## src/hw/rtl/max_gap_bucket_engine_unit_defines.svh

```systemverilog
// Assertion macros for the max gap bucket engine.
// Depends on nothing; included by the top level.
`ifndef MAX_GAP_BUCKET_ENGINE_UNIT_DEFINES_SVH
`define MAX_GAP_BUCKET_ENGINE_UNIT_DEFINES_SVH
`define MGB_ASSERT_IMPL(lbl, clk_s, rstn_s, ante, cons, msg) \
  lbl: assert property (@(posedge clk_s) disable iff (!rstn_s) (ante) |-> (cons)) \
    else $error(msg);
`define MGB_ASSERT_NEXT(lbl, clk_s, rstn_s, ante, cons, msg) \
  lbl: assert property (@(posedge clk_s) disable iff (!rstn_s) (ante) |=> (cons)) \
    else $error(msg);
`endif

```

## src/hw/rtl/mgb_pkg.sv

```systemverilog
// Shared types and constants of the max gap bucket engine.
// No dependencies.
package mgb_pkg;
  localparam int MaxValues = 16;
  localparam int IdxW = $clog2(MaxValues);
  localparam int CntW = $clog2(MaxValues + 1);
  localparam int BktN = MaxValues - 1;
  localparam int BktW = $clog2(BktN);
  localparam int DivW = 32 + CntW;
  localparam int DivCntW = $clog2(DivW + 1);

  typedef struct packed {
    logic [31:0] value;
    logic        last;
  } word_t;

  typedef struct packed {
    logic [31:0] gap;
    logic        trunc;
  } res_t;

  // queue entry between front and back: one finished set
  typedef struct packed {
    logic [CntW-1:0] count;
    logic [31:0]     vmin;
    logic [31:0]     vmax;
    logic            trunc;
  } job_t;

  typedef enum logic [2:0] {
    BK_IDLE, BK_RD, BK_LD, BK_DIV, BK_PLACE, BK_SCAN, BK_OUT
  } bk_state_t;
endpackage

```

## src/hw/rtl/mgb_if.sv

```systemverilog
// Valid/ready channel carrying one word.
// No dependencies.
interface mgb_if #(parameter type T = logic);
  logic valid;
  logic ready;
  T     data;
  modport source (output valid, output data, input ready);
  modport sink (input valid, input data, output ready);
endinterface

```

## src/hw/rtl/mgb_ram.sv

```systemverilog
// Generic single-port write, single-port registered-read RAM.
// No dependencies.
module mgb_ram #(parameter int Width = 32, parameter int Depth = 16) (
  input  logic                     clk,
  input  logic                     we,
  input  logic [$clog2(Depth)-1:0] waddr,
  input  logic [Width-1:0]         wdata,
  input  logic [$clog2(Depth)-1:0] raddr,
  output logic [Width-1:0]         rdata
);
  logic [Width-1:0] mem [Depth];
  always_ff @(posedge clk) begin
    if (we) mem[waddr] <= wdata;
    rdata <= mem[raddr];
  end
endmodule

```

## src/hw/rtl/mgb_front.sv

```systemverilog
// Front end: stores values, tracks min/max, posts a job per set.
// Depends on mgb_pkg.
module mgb_front (
  input  logic                    clk,
  input  logic                    rst_n,
  input  logic                    in_valid,
  output logic                    in_ready,
  input  mgb_pkg::word_t          in_word,
  input  logic                    job_full,
  output logic                    job_push,
  output mgb_pkg::job_t           job,
  output logic                    st_we,
  output logic [mgb_pkg::IdxW-1:0] st_waddr,
  output logic [31:0]             st_wdata,
  input  logic                    bank_busy
);
  logic [mgb_pkg::CntW-1:0] cnt_r;
  logic signed [31:0] min_r, max_r;
  logic ovf_r;
  logic acc, room;
  logic signed [31:0] v, nmin, nmax;

  assign in_ready = !job_full && !bank_busy;
  assign acc = in_valid && in_ready;
  assign v = in_word.value;
  assign room = (cnt_r < mgb_pkg::CntW'(mgb_pkg::MaxValues));
  assign nmin = (room && v < min_r) ? v : min_r;
  assign nmax = (room && v > max_r) ? v : max_r;
  assign st_we = acc && room;
  assign st_waddr = cnt_r[mgb_pkg::IdxW-1:0];
  assign st_wdata = v;
  assign job_push = acc && in_word.last;
  assign job.count = room ? cnt_r + 1'b1 : cnt_r;
  assign job.vmin = nmin;
  assign job.vmax = nmax;
  assign job.trunc = ovf_r || !room;

  always_ff @(posedge clk) begin
    if (!rst_n || job_push) begin
      cnt_r <= '0;
      min_r <= 32'sh7fffffff;
      max_r <= 32'sh80000000;
      ovf_r <= 1'b0;
    end else if (acc) begin
      if (room) cnt_r <= cnt_r + 1'b1;
      min_r <= nmin;
      max_r <= nmax;
      ovf_r <= ovf_r || !room;
    end
  end
endmodule

```

## src/hw/rtl/mgb_div.sv

```systemverilog
// Restoring divider, one quotient bit per cycle.
// Depends on mgb_pkg.
module mgb_div (
  input  logic                     clk,
  input  logic                     rst_n,
  input  logic                     start,
  input  logic [mgb_pkg::DivW-1:0] num,
  input  logic [32:0]              den,
  output logic                     done,
  output logic [mgb_pkg::DivW-1:0] quo
);
  logic [mgb_pkg::DivW-1:0] q_r;
  logic [33:0] rem_r;
  logic [32:0] den_r;
  logic [mgb_pkg::DivCntW-1:0] n_r;
  logic busy_r;
  logic [33:0] sh;

  assign sh = {rem_r[32:0], q_r[mgb_pkg::DivW-1]};
  assign done = busy_r && (n_r == '0);
  assign quo = q_r;

  always_ff @(posedge clk) begin
    if (!rst_n) begin
      busy_r <= 1'b0;
      n_r <= '0;
    end else if (start) begin
      busy_r <= 1'b1;
      n_r <= mgb_pkg::DivCntW'(mgb_pkg::DivW);
    end else if (done) begin
      busy_r <= 1'b0;
    end else if (busy_r) begin
      n_r <= n_r - 1'b1;
    end
  end

  always_ff @(posedge clk) begin
    if (start) begin
      q_r <= num;
      rem_r <= '0;
      den_r <= den;
    end else if (busy_r && n_r != '0) begin
      if (sh >= {1'b0, den_r}) begin
        rem_r <= sh - {1'b0, den_r};
        q_r <= {q_r[mgb_pkg::DivW-2:0], 1'b1};
      end else begin
        rem_r <= sh;
        q_r <= {q_r[mgb_pkg::DivW-2:0], 1'b0};
      end
    end
  end
endmodule

```

## src/hw/rtl/mgb_back.sv

```systemverilog
// Back end: buckets stored values, scans buckets, emits the gap.
// Depends on mgb_pkg, mgb_div.
module mgb_back (
  input  logic                    clk,
  input  logic                    rst_n,
  input  logic                    job_valid,
  input  mgb_pkg::job_t           job,
  output logic                    job_pop,
  output logic [mgb_pkg::IdxW-1:0] st_raddr,
  input  logic [31:0]             st_rdata,
  output logic                    bank_busy,
  output logic                    out_valid,
  input  logic                    out_ready,
  output mgb_pkg::res_t           out_word
);
  mgb_pkg::bk_state_t st_r, st_nxt;
  mgb_pkg::job_t j_r;
  logic [mgb_pkg::IdxW-1:0] i_r;
  logic signed [31:0] v_r;
  logic [mgb_pkg::BktW-1:0] b_r;
  logic signed [31:0] lo_r [mgb_pkg::BktN];
  logic signed [31:0] hi_r [mgb_pkg::BktN];
  logic [mgb_pkg::BktN-1:0] used_r;
  logic signed [32:0] left_r;
  logic have_r;
  logic [31:0] best_r;
  logic ov_r;
  logic [31:0] gap_r;
  logic tr_r;
  logic div_start, div_done;
  logic [mgb_pkg::DivW-1:0] num, quo;
  logic [32:0] span, off;
  logic [mgb_pkg::CntW-1:0] nm1;
  logic [mgb_pkg::DivW-1:0] idx;
  logic trivial, last_i;
  logic signed [32:0] d;

  assign span = 33'($signed(j_r.vmax)) - 33'($signed(j_r.vmin));
  // registered store read is valid in BK_LD
  assign off = 33'($signed(st_rdata)) - 33'($signed(j_r.vmin));
  assign nm1 = j_r.count - 1'b1;
  assign num = mgb_pkg::DivW'(off) * mgb_pkg::DivW'(nm1);
  assign idx = (quo >= mgb_pkg::DivW'(nm1)) ? mgb_pkg::DivW'(nm1 - 1'b1) : quo;
  assign trivial = (j_r.count < 2) || ($signed(j_r.vmax) <= $signed(j_r.vmin));
  assign last_i = (mgb_pkg::CntW'(i_r) + 1'b1 >= j_r.count);
  assign d = 33'(signed'(lo_r[i_r[mgb_pkg::BktW-1:0]])) - left_r;

  assign st_raddr = i_r;
  assign bank_busy = (st_r != mgb_pkg::BK_IDLE) || job_valid;
  assign job_pop = (st_r == mgb_pkg::BK_OUT) && !ov_r;
  assign out_valid = ov_r;
  assign out_word.gap = gap_r;
  assign out_word.trunc = tr_r;

  always_comb begin
    st_nxt = st_r;
    unique case (st_r)
      mgb_pkg::BK_IDLE: if (job_valid) st_nxt = mgb_pkg::BK_RD;
      mgb_pkg::BK_RD: st_nxt = trivial ? mgb_pkg::BK_OUT : mgb_pkg::BK_LD;
      mgb_pkg::BK_LD: st_nxt = mgb_pkg::BK_DIV;
      mgb_pkg::BK_DIV: if (div_done) st_nxt = mgb_pkg::BK_PLACE;
      mgb_pkg::BK_PLACE: st_nxt = last_i ? mgb_pkg::BK_SCAN : mgb_pkg::BK_RD;
      mgb_pkg::BK_SCAN:
        if (32'(i_r) + 2 >= 32'(j_r.count) ||
            32'(i_r) + 1 >= mgb_pkg::BktN) st_nxt = mgb_pkg::BK_OUT;
      mgb_pkg::BK_OUT: if (!ov_r) st_nxt = mgb_pkg::BK_IDLE;
      default: st_nxt = mgb_pkg::BK_IDLE;
    endcase
  end

  always_comb begin
    div_start = (st_r == mgb_pkg::BK_LD);
  end

  mgb_div u_div (.clk, .rst_n, .start(div_start), .num, .den(span),
    .done(div_done), .quo);

  always_ff @(posedge clk) begin
    if (!rst_n) begin
      st_r <= mgb_pkg::BK_IDLE;
      ov_r <= 1'b0;
      used_r <= '0;
    end else begin
      st_r <= st_nxt;
      if (ov_r && out_ready) ov_r <= 1'b0;
      if (st_r == mgb_pkg::BK_OUT && !ov_r) begin
        ov_r <= 1'b1;
        used_r <= '0;
      end
      if (st_r == mgb_pkg::BK_PLACE && !used_r[b_r]) used_r[b_r] <= 1'b1;
    end
  end

  always_ff @(posedge clk) begin
    unique case (st_r)
      mgb_pkg::BK_IDLE: begin
        j_r <= job;
        i_r <= '0;
        have_r <= 1'b0;
        best_r <= '0;
      end
      mgb_pkg::BK_LD: v_r <= st_rdata;
      mgb_pkg::BK_DIV: b_r <= mgb_pkg::BktW'(idx);
      mgb_pkg::BK_PLACE: begin
        if (!used_r[b_r] || v_r < lo_r[b_r]) lo_r[b_r] <= v_r;
        if (!used_r[b_r] || v_r > hi_r[b_r]) hi_r[b_r] <= v_r;
        i_r <= last_i ? '0 : i_r + 1'b1;
      end
      mgb_pkg::BK_SCAN: begin
        if (used_r[i_r[mgb_pkg::BktW-1:0]]) begin
          if (have_r && d > 33'(signed'({1'b0, best_r}))) best_r <= d[31:0];
          left_r <= 33'(signed'(hi_r[i_r[mgb_pkg::BktW-1:0]]));
          have_r <= 1'b1;
        end
        i_r <= i_r + 1'b1;
      end
      mgb_pkg::BK_OUT: if (!ov_r) begin
        gap_r <= trivial ? '0 : best_r;
        tr_r <= j_r.trunc;
      end
      default: ;
    endcase
  end
endmodule

```

## src/hw/rtl/max_gap_bucket_engine_unit.sv

```systemverilog
// Maximum gap engine: one value word per cycle is loaded while the back end is
// idle and no job is queued; after the word marked last, each stored value
// costs one read, one load, a bit-serial division and one placement, then the
// buckets are scanned and the gap is emitted. The bit-serial division dominates
// the time a set takes. Capacity is 16 values; extra words are dropped and
// flagged.
`include "max_gap_bucket_engine_unit_defines.svh"
module max_gap_bucket_engine_unit (
  input logic clk,
  input logic rst_n,
  mgb_if.sink   in_ch,
  mgb_if.source out_ch
);
  logic job_full, job_push, job_pop, q_valid, bank_busy;
  mgb_pkg::job_t job_in, job_q;
  logic st_we;
  logic [mgb_pkg::IdxW-1:0] st_waddr, st_raddr;
  logic [31:0] st_wdata, st_rdata;

  mgb_front u_front (.clk, .rst_n, .in_valid(in_ch.valid), .in_ready(in_ch.ready),
    .in_word(in_ch.data), .job_full, .job_push, .job(job_in),
    .st_we, .st_waddr, .st_wdata, .bank_busy);

  // one-entry job queue
  always_ff @(posedge clk) begin
    if (!rst_n) q_valid <= 1'b0;
    else if (job_push) q_valid <= 1'b1;
    else if (job_pop) q_valid <= 1'b0;
    if (job_push) job_q <= job_in;
  end
  assign job_full = q_valid;

  mgb_ram #(.Width(32), .Depth(mgb_pkg::MaxValues)) u_store (.clk, .we(st_we),
    .waddr(st_waddr), .wdata(st_wdata), .raddr(st_raddr), .rdata(st_rdata));

  mgb_back u_back (.clk, .rst_n, .job_valid(q_valid), .job(job_q), .job_pop,
    .st_raddr, .st_rdata, .bank_busy, .out_valid(out_ch.valid),
    .out_ready(out_ch.ready), .out_word(out_ch.data));

  `MGB_ASSERT_IMPL(a_no_load_busy, clk, rst_n, bank_busy, !in_ch.ready, "load while busy")
  `MGB_ASSERT_NEXT(a_push_fills, clk, rst_n, job_push, q_valid, "job lost")
endmodule

```

## src/flat_wrapper.sv

```systemverilog
// flat-port wrapper written by rule: the top's interface ports become plain ports
module max_gap_bucket_engine_unit_flat 
  (clk, rst_n, in_ch_valid, in_ch_data, in_ch_ready, out_ch_valid, out_ch_data, out_ch_ready);
  mgb_if #(.T(mgb_pkg::word_t)) in_ch_i ();
  mgb_if #(.T(mgb_pkg::res_t)) out_ch_i ();
  input logic clk;
  input logic rst_n;
  input wire logic [$bits(in_ch_i.valid)-1:0] in_ch_valid;
  input wire logic [$bits(in_ch_i.data)-1:0] in_ch_data;
  output wire logic [$bits(in_ch_i.ready)-1:0] in_ch_ready;
  output wire logic [$bits(out_ch_i.valid)-1:0] out_ch_valid;
  output wire logic [$bits(out_ch_i.data)-1:0] out_ch_data;
  input wire logic [$bits(out_ch_i.ready)-1:0] out_ch_ready;
  assign in_ch_i.valid = in_ch_valid;
  assign in_ch_i.data = in_ch_data;
  assign in_ch_ready = in_ch_i.ready;
  assign out_ch_valid = out_ch_i.valid;
  assign out_ch_data = out_ch_i.data;
  assign out_ch_i.ready = out_ch_ready;
  max_gap_bucket_engine_unit u_core (.clk(clk), .rst_n(rst_n), .in_ch(in_ch_i), .out_ch(out_ch_i));
endmodule
```

## config.mk

```make
export PLATFORM = sky130hd
export DESIGN_NAME = max_gap_bucket_engine_unit_flat
export DESIGN_NICKNAME = d
export VERILOG_FILES = /design/src/hw/rtl/mgb_pkg.sv /design/src/hw/rtl/mgb_if.sv /design/src/hw/rtl/mgb_ram.sv /design/src/hw/rtl/mgb_front.sv /design/src/hw/rtl/mgb_div.sv /design/src/hw/rtl/mgb_back.sv /design/src/hw/rtl/max_gap_bucket_engine_unit.sv /design/src/flat_wrapper.sv
export VERILOG_INCLUDE_DIRS = /design/src /design/src/hw/rtl
export SDC_FILE = /design/constraint.sdc
export NUM_CORES = 2
export LEC_CHECK = 0
export BUFFER_PORTS_ARGS = -buffer_cell sky130_fd_sc_hd__buf_2
export CAP_MARGIN = 25
export CORE_MARGIN = 10
export CORE_UTILIZATION = 50
export CTS_BUF_LIST = sky130_fd_sc_hd__clkbuf_16
export DETAILED_ROUTE_END_ITERATION = 8
export HOLD_SLACK_MARGIN = 0.15
export PLACE_DENSITY = 0.64
export SYNTH_ARGS = -nofsm -noshare
export SYNTH_HDL_FRONTEND = slang
export SYNTH_HIERARCHICAL = 1
export SYNTH_SLANG_ARGS = --single-unit
export TNS_END_PERCENT = 100
```

## constraint.sdc

```tcl
create_clock -name clk -period 21.8 [get_ports clk]
set_clock_uncertainty 0.05 [all_clocks]
set_input_delay 3.27 -clock clk [delete_from_list [all_inputs] [get_ports clk]]
set_output_delay 3.27 -clock clk [all_outputs]
set_load 0.01 [all_outputs]
```

==> impl.org <==
** Route
- After the first detailed-routing iteration, the DRC count stood at 5,938.
- Drt first pass iters :: 6
- Routed vias :: 59.17k
- Post-DR wirelength/cell :: 28.24 µm
- Antenna-violating nets left :: 0
- For this run, design rule violations remaining after detail routing come to 0.
- Mean number of vias per cell :: 6.244
- The final layout contains routed wiring with a total length of 267,600 µm.

** Global route
- met2 is the most crowded layer.
- For met2 alone, demand over resource in global routing was 41.54%.
- For met3 alone, demand over resource in global routing was 3.348%.
- Via count of the first global-routing pass :: 60.16k
- After global routing the overflow that remains totals 0.
- In the global route stage, overall resource usage came out at 24.46%.
- In the global route stage, met1 resource usage came out at 31.94%.
- Antenna violations before repair :: 13
- Largest net degree at the start of global routing :: 122
- The first global-routing pass estimated 396,300 µm of wire.

** Placement
- Final estimated routing congestion in global placement :: 0.8795
- In this run, placement finished with an instance count of 9,083.
- Placed wire-length estimate :: 168,900 µm
- OpenSTA, run right after detailed placement, puts the worst setup slack at 13.19 ns.
- The placed instances occupy a cell area of 0.1024 mm².
- Input and output buffers added on the ports amount to 71.

** Finish
- Most common library cell in the layout ignoring fill and taps :: sky130_fd_sc_hd__edfxtp_1
- Final instance area :: 0.1094 mm²
- Fillers :: 15.47k
- Cells fill 55.60% of the core in the end.
- Final-stage net count :: 7,141
- Synth-to-layout area growth :: 10.77%
- For this run, the number of standard cells in the final layout without fillers is 9,475.
- Top library cells by usage in the layout, fill and taps aside :: sky130_fd_sc_hd__edfxtp_1, sky130_fd_sc_hd__mux4_2, sky130_fd_sc_hd__inv_1
- Proportion of layout cells with a drive suffix above 1 :: 20.01%

** Pwr
- Total Power :: 17.33 mW
- Worst IR drop on VDD :: 394.3 µV
- Power density relative to cell area :: 158.4 mW/mm²
- Leakage power figure :: 38.27 nW

** Timing
- Slew margin rel. :: 27.44%
- Across all hold checks on the routed design, the worst slack comes to 0.3547 ns.
- Number of failing setup endpoints in the final timing report :: 0
- Setup repair after global routing left no endpoint under its margin.
- Fin crit share :: 39.57%
- The worst path in the final design needs a cycle of 8.627 ns, including I/O delays and setup.
- Maximum clock rate :: 115.9 MHz
- Summed over all failing endpoints, the final setup total negative slack is 0 ns.
- Number of hold violations in the final report :: 0
- Setup slack on the critical path of the routed design comes to 13.17 ns.
- Actual transition at the worst max-transition pin :: 1.081 ns
- The number of max-slew violations in the final report came to 0.

** Floorplan
- The die is 464.5 µm tall.
- The floorplan step defined a die boundary enclosing 0.2157 mm².
- Number of placement rows :: 163
- The die is 464.5 µm wide.
- Number of top-level pins :: 72
- Core Area :: 0.1968 mm²
- Initial core utilization :: 50.19%

** Logic synthesis
- Summing the sequential cell areas from Yosys gives 58.78% of the chip area.
- The cell area that synthesis handed to floorplanning was 0.09877 mm².
- Ys Warns :: 6
- Cells after Synth :: 6,583
- In this run, synthesis inferred 1,820 flip-flops with an integrated enable.
- Among all flip-flop cells after synthesis, the most frequent one is sky130_fd_sc_hd__edfxtp_1.
- Post-synthesis sequential element count :: 1,990
- After synthesis, the share of flip-flops with an asynchronous set or reset is 0%.
- The number of nets handed over by synthesis was 7,073.
- A synthesized cell averages 15.00 µm².
- The synthesized netlist contains 98 unique library cells.

** Critical path
- Maximum fanout along the worst path :: 70
- Required arrival time at the worst endpoint :: 22.24 ns
- The worst register-to-register path has a setup slack of 13.17 ns.
- Class of the most critical setup path :: reg2reg
- Data on the critical path arrives at its endpoint at 9.06 ns.
- Measured in cells, the most critical reg-to-reg path has a length of 22.
- The worst setup path is captured at a flop.
- Kind of start point of the critical path :: flop
- The endpoint identified for the worst register-to-register timing path is u_core/u_back/best_r[13]$_SDFFCE_PN0P_.

** Clock network
- Number of buffers inserted by post-CTS setup repair :: 0
- TritonCTS built the clock tree.
- Once the clock tree was built, the resizer swapped 0 gates to a different size.
- Clock-pin slew of the registers on the worst-case setup and hold paths :: 0.06 ns
- Hold repair after CTS inserted 0 buffers.
- Cts bufs inserted :: 205
- For this design, the sink count on the clock tree is 1,990.
- Clock root buffer :: sky130_fd_sc_hd__clkbuf_16
- Clock Tree Buf Depth :: 3
- Clock latency on the worst-skew pair, taken at its later pin, is 0.88 ns.
- CTS built an H-tree with a depth of 4.

** Hold path
- Endpoint with the worst hold slack :: u_core/u_back/j_r[66]$_DFFE_PN_
- Instance count along the most critical hold path :: 0
- The path class of the tightest hold or removal check is reg2reg.
- Hold path startpoint :: u_core/job_q[66]$_DFFE_PP_

** Status
- The flow ran to the end, and the final reports show no timing, DRC or antenna violations.

** Run
- Maximum capacitance violations :: 0
metal layers:
metal / up-vias / part of all wire (%)
li1: 25720 / -
met1: 30520 / 39
met2: 2368 / 50
met3: 547 / 6.6
met4: 10 / 4.2
met5: - / 0.025
registers in the layout, summed over array words and instances, names as in the netlist, 33 cells and up, named ones only:
signal                     cells
u_core/u_back/u_div/quo       37
u_core/u_back/j_r             70
u_core/u_back/u_div/rem_r     33
u_core/u_back/u_div/den_r     33
u_core/u_back/lo_r           480
u_core/job_q                  70
u_core/u_back/hi_r           480
u_core/u_store/mem           512
kinds of logic after synthesis:
logic type	count (synthesis)	synth area share, %
simple gates	1186	5.619
xor+xnor	155	1.374
fa+ha+maj	453	6.468
compound gates	1071	7.173
buf+inv	821	3.463
flops	1990	58.78
mux	907	17.13
where the power goes:
group          switching (mW)  internal [mW]  total (mW)
registers               0.173           4.51        4.68
clock network            1.54           2.05        3.59
logic                    5.39           3.67        9.06
worst max-delay path, cell delays in order (launching register included):
cell	delay, ns
sky130_fd_sc_hd__dfxtp_4	0.69
sky130_fd_sc_hd__buf_4	0.63
sky130_fd_sc_hd__buf_4	0.78
sky130_fd_sc_hd__mux4_2	0.41
sky130_fd_sc_hd__mux4_2	0.50
sky130_fd_sc_hd__ha_1	0.40
sky130_fd_sc_hd__a21oi_1	0.10
sky130_fd_sc_hd__o21ai_0	0.20
sky130_fd_sc_hd__nor3b_1	0.10
sky130_fd_sc_hd__nor2_1	0.20
sky130_fd_sc_hd__o21ai_0	0.25
sky130_fd_sc_hd__o21ai_0	0.67
sky130_fd_sc_hd__nand3_1	0.30
sky130_fd_sc_hd__a21oi_1	0.36
sky130_fd_sc_hd__o21a_1	0.21
sky130_fd_sc_hd__nor2_1	0.06
sky130_fd_sc_hd__ha_1	0.30
sky130_fd_sc_hd__and3_1	0.16
sky130_fd_sc_hd__nand3_1	0.09
sky130_fd_sc_hd__or3_1	0.40
sky130_fd_sc_hd__o221ai_1	0.20
sky130_fd_sc_hd__o2111ai_1	0.20
sky130_fd_sc_hd__o21ai_4	0.85
Yosys cell counts, types with 59 or more instances:
cell type                  count  area share [%]
sky130_fd_sc_hd__nand3_1      96            0.49
sky130_fd_sc_hd__edfxtp_1   1820              55
sky130_fd_sc_hd__nand2_1     386             1.5
sky130_fd_sc_hd__nand2b_1     59            0.37
sky130_fd_sc_hd__inv_1       453             1.7
sky130_fd_sc_hd__mux2_2       74            0.84
sky130_fd_sc_hd__clkbuf_1    203            0.77
sky130_fd_sc_hd__a21o_1      113            0.86
sky130_fd_sc_hd__a22oi_1      79            0.60
sky130_fd_sc_hd__o21ai_0     253             1.3
sky130_fd_sc_hd__mux2i_1     196             2.0
sky130_fd_sc_hd__nor2_1      300             1.1
sky130_fd_sc_hd__a21oi_1     229             1.2
sky130_fd_sc_hd__dfxtp_1     170             3.4
sky130_fd_sc_hd__o211ai_1     82            0.62
sky130_fd_sc_hd__mux4_2      607              14
sky130_fd_sc_hd__fa_1         96             1.9
sky130_fd_sc_hd__xnor2_1     100            0.89
sky130_fd_sc_hd__nor3_1       91            0.46
sky130_fd_sc_hd__ha_1        357             4.5
worst max path at each step:
stage / start / to / slack, ns / depth (start not counted)
final: flop / u_core/u_back/best_r[13]$_SDFFCE_PN0P_ / 13.17 / 22
after global routing: flop / u_core/u_back/best_r[13]$_SDFFCE_PN0P_ / 12.44 / 22
after global placement: flop / u_core/u_back/best_r[13]$_SDFFCE_PN0P_ / 13.20 / 22
after floorplan: flop / u_core/u_back/best_r[0]$_SDFFCE_PN0P_ / 13.48 / 22
after CTS: flop / u_core/u_back/best_r[12]$_SDFFCE_PN0P_ / 13.12 / 22
after detailed placement: flop / u_core/u_back/best_r[10]$_SDFFCE_PN0P_ / 13.19 / 22
cell type report:
class	count	area [µm²]	share of cell area, %
diodes	7	17.52	0.01601
inverters	461	1732	1.583
flip-flops and latches	1990	58080	53.08
repair buffers	221	1572	1.436
multi-input cells	3772	37720	34.47
well taps	2640	3303	3.019
clock buffers	206	5155	4.711
clock inverters	178	1841	1.682
Power figures use the tool's default switching activity.
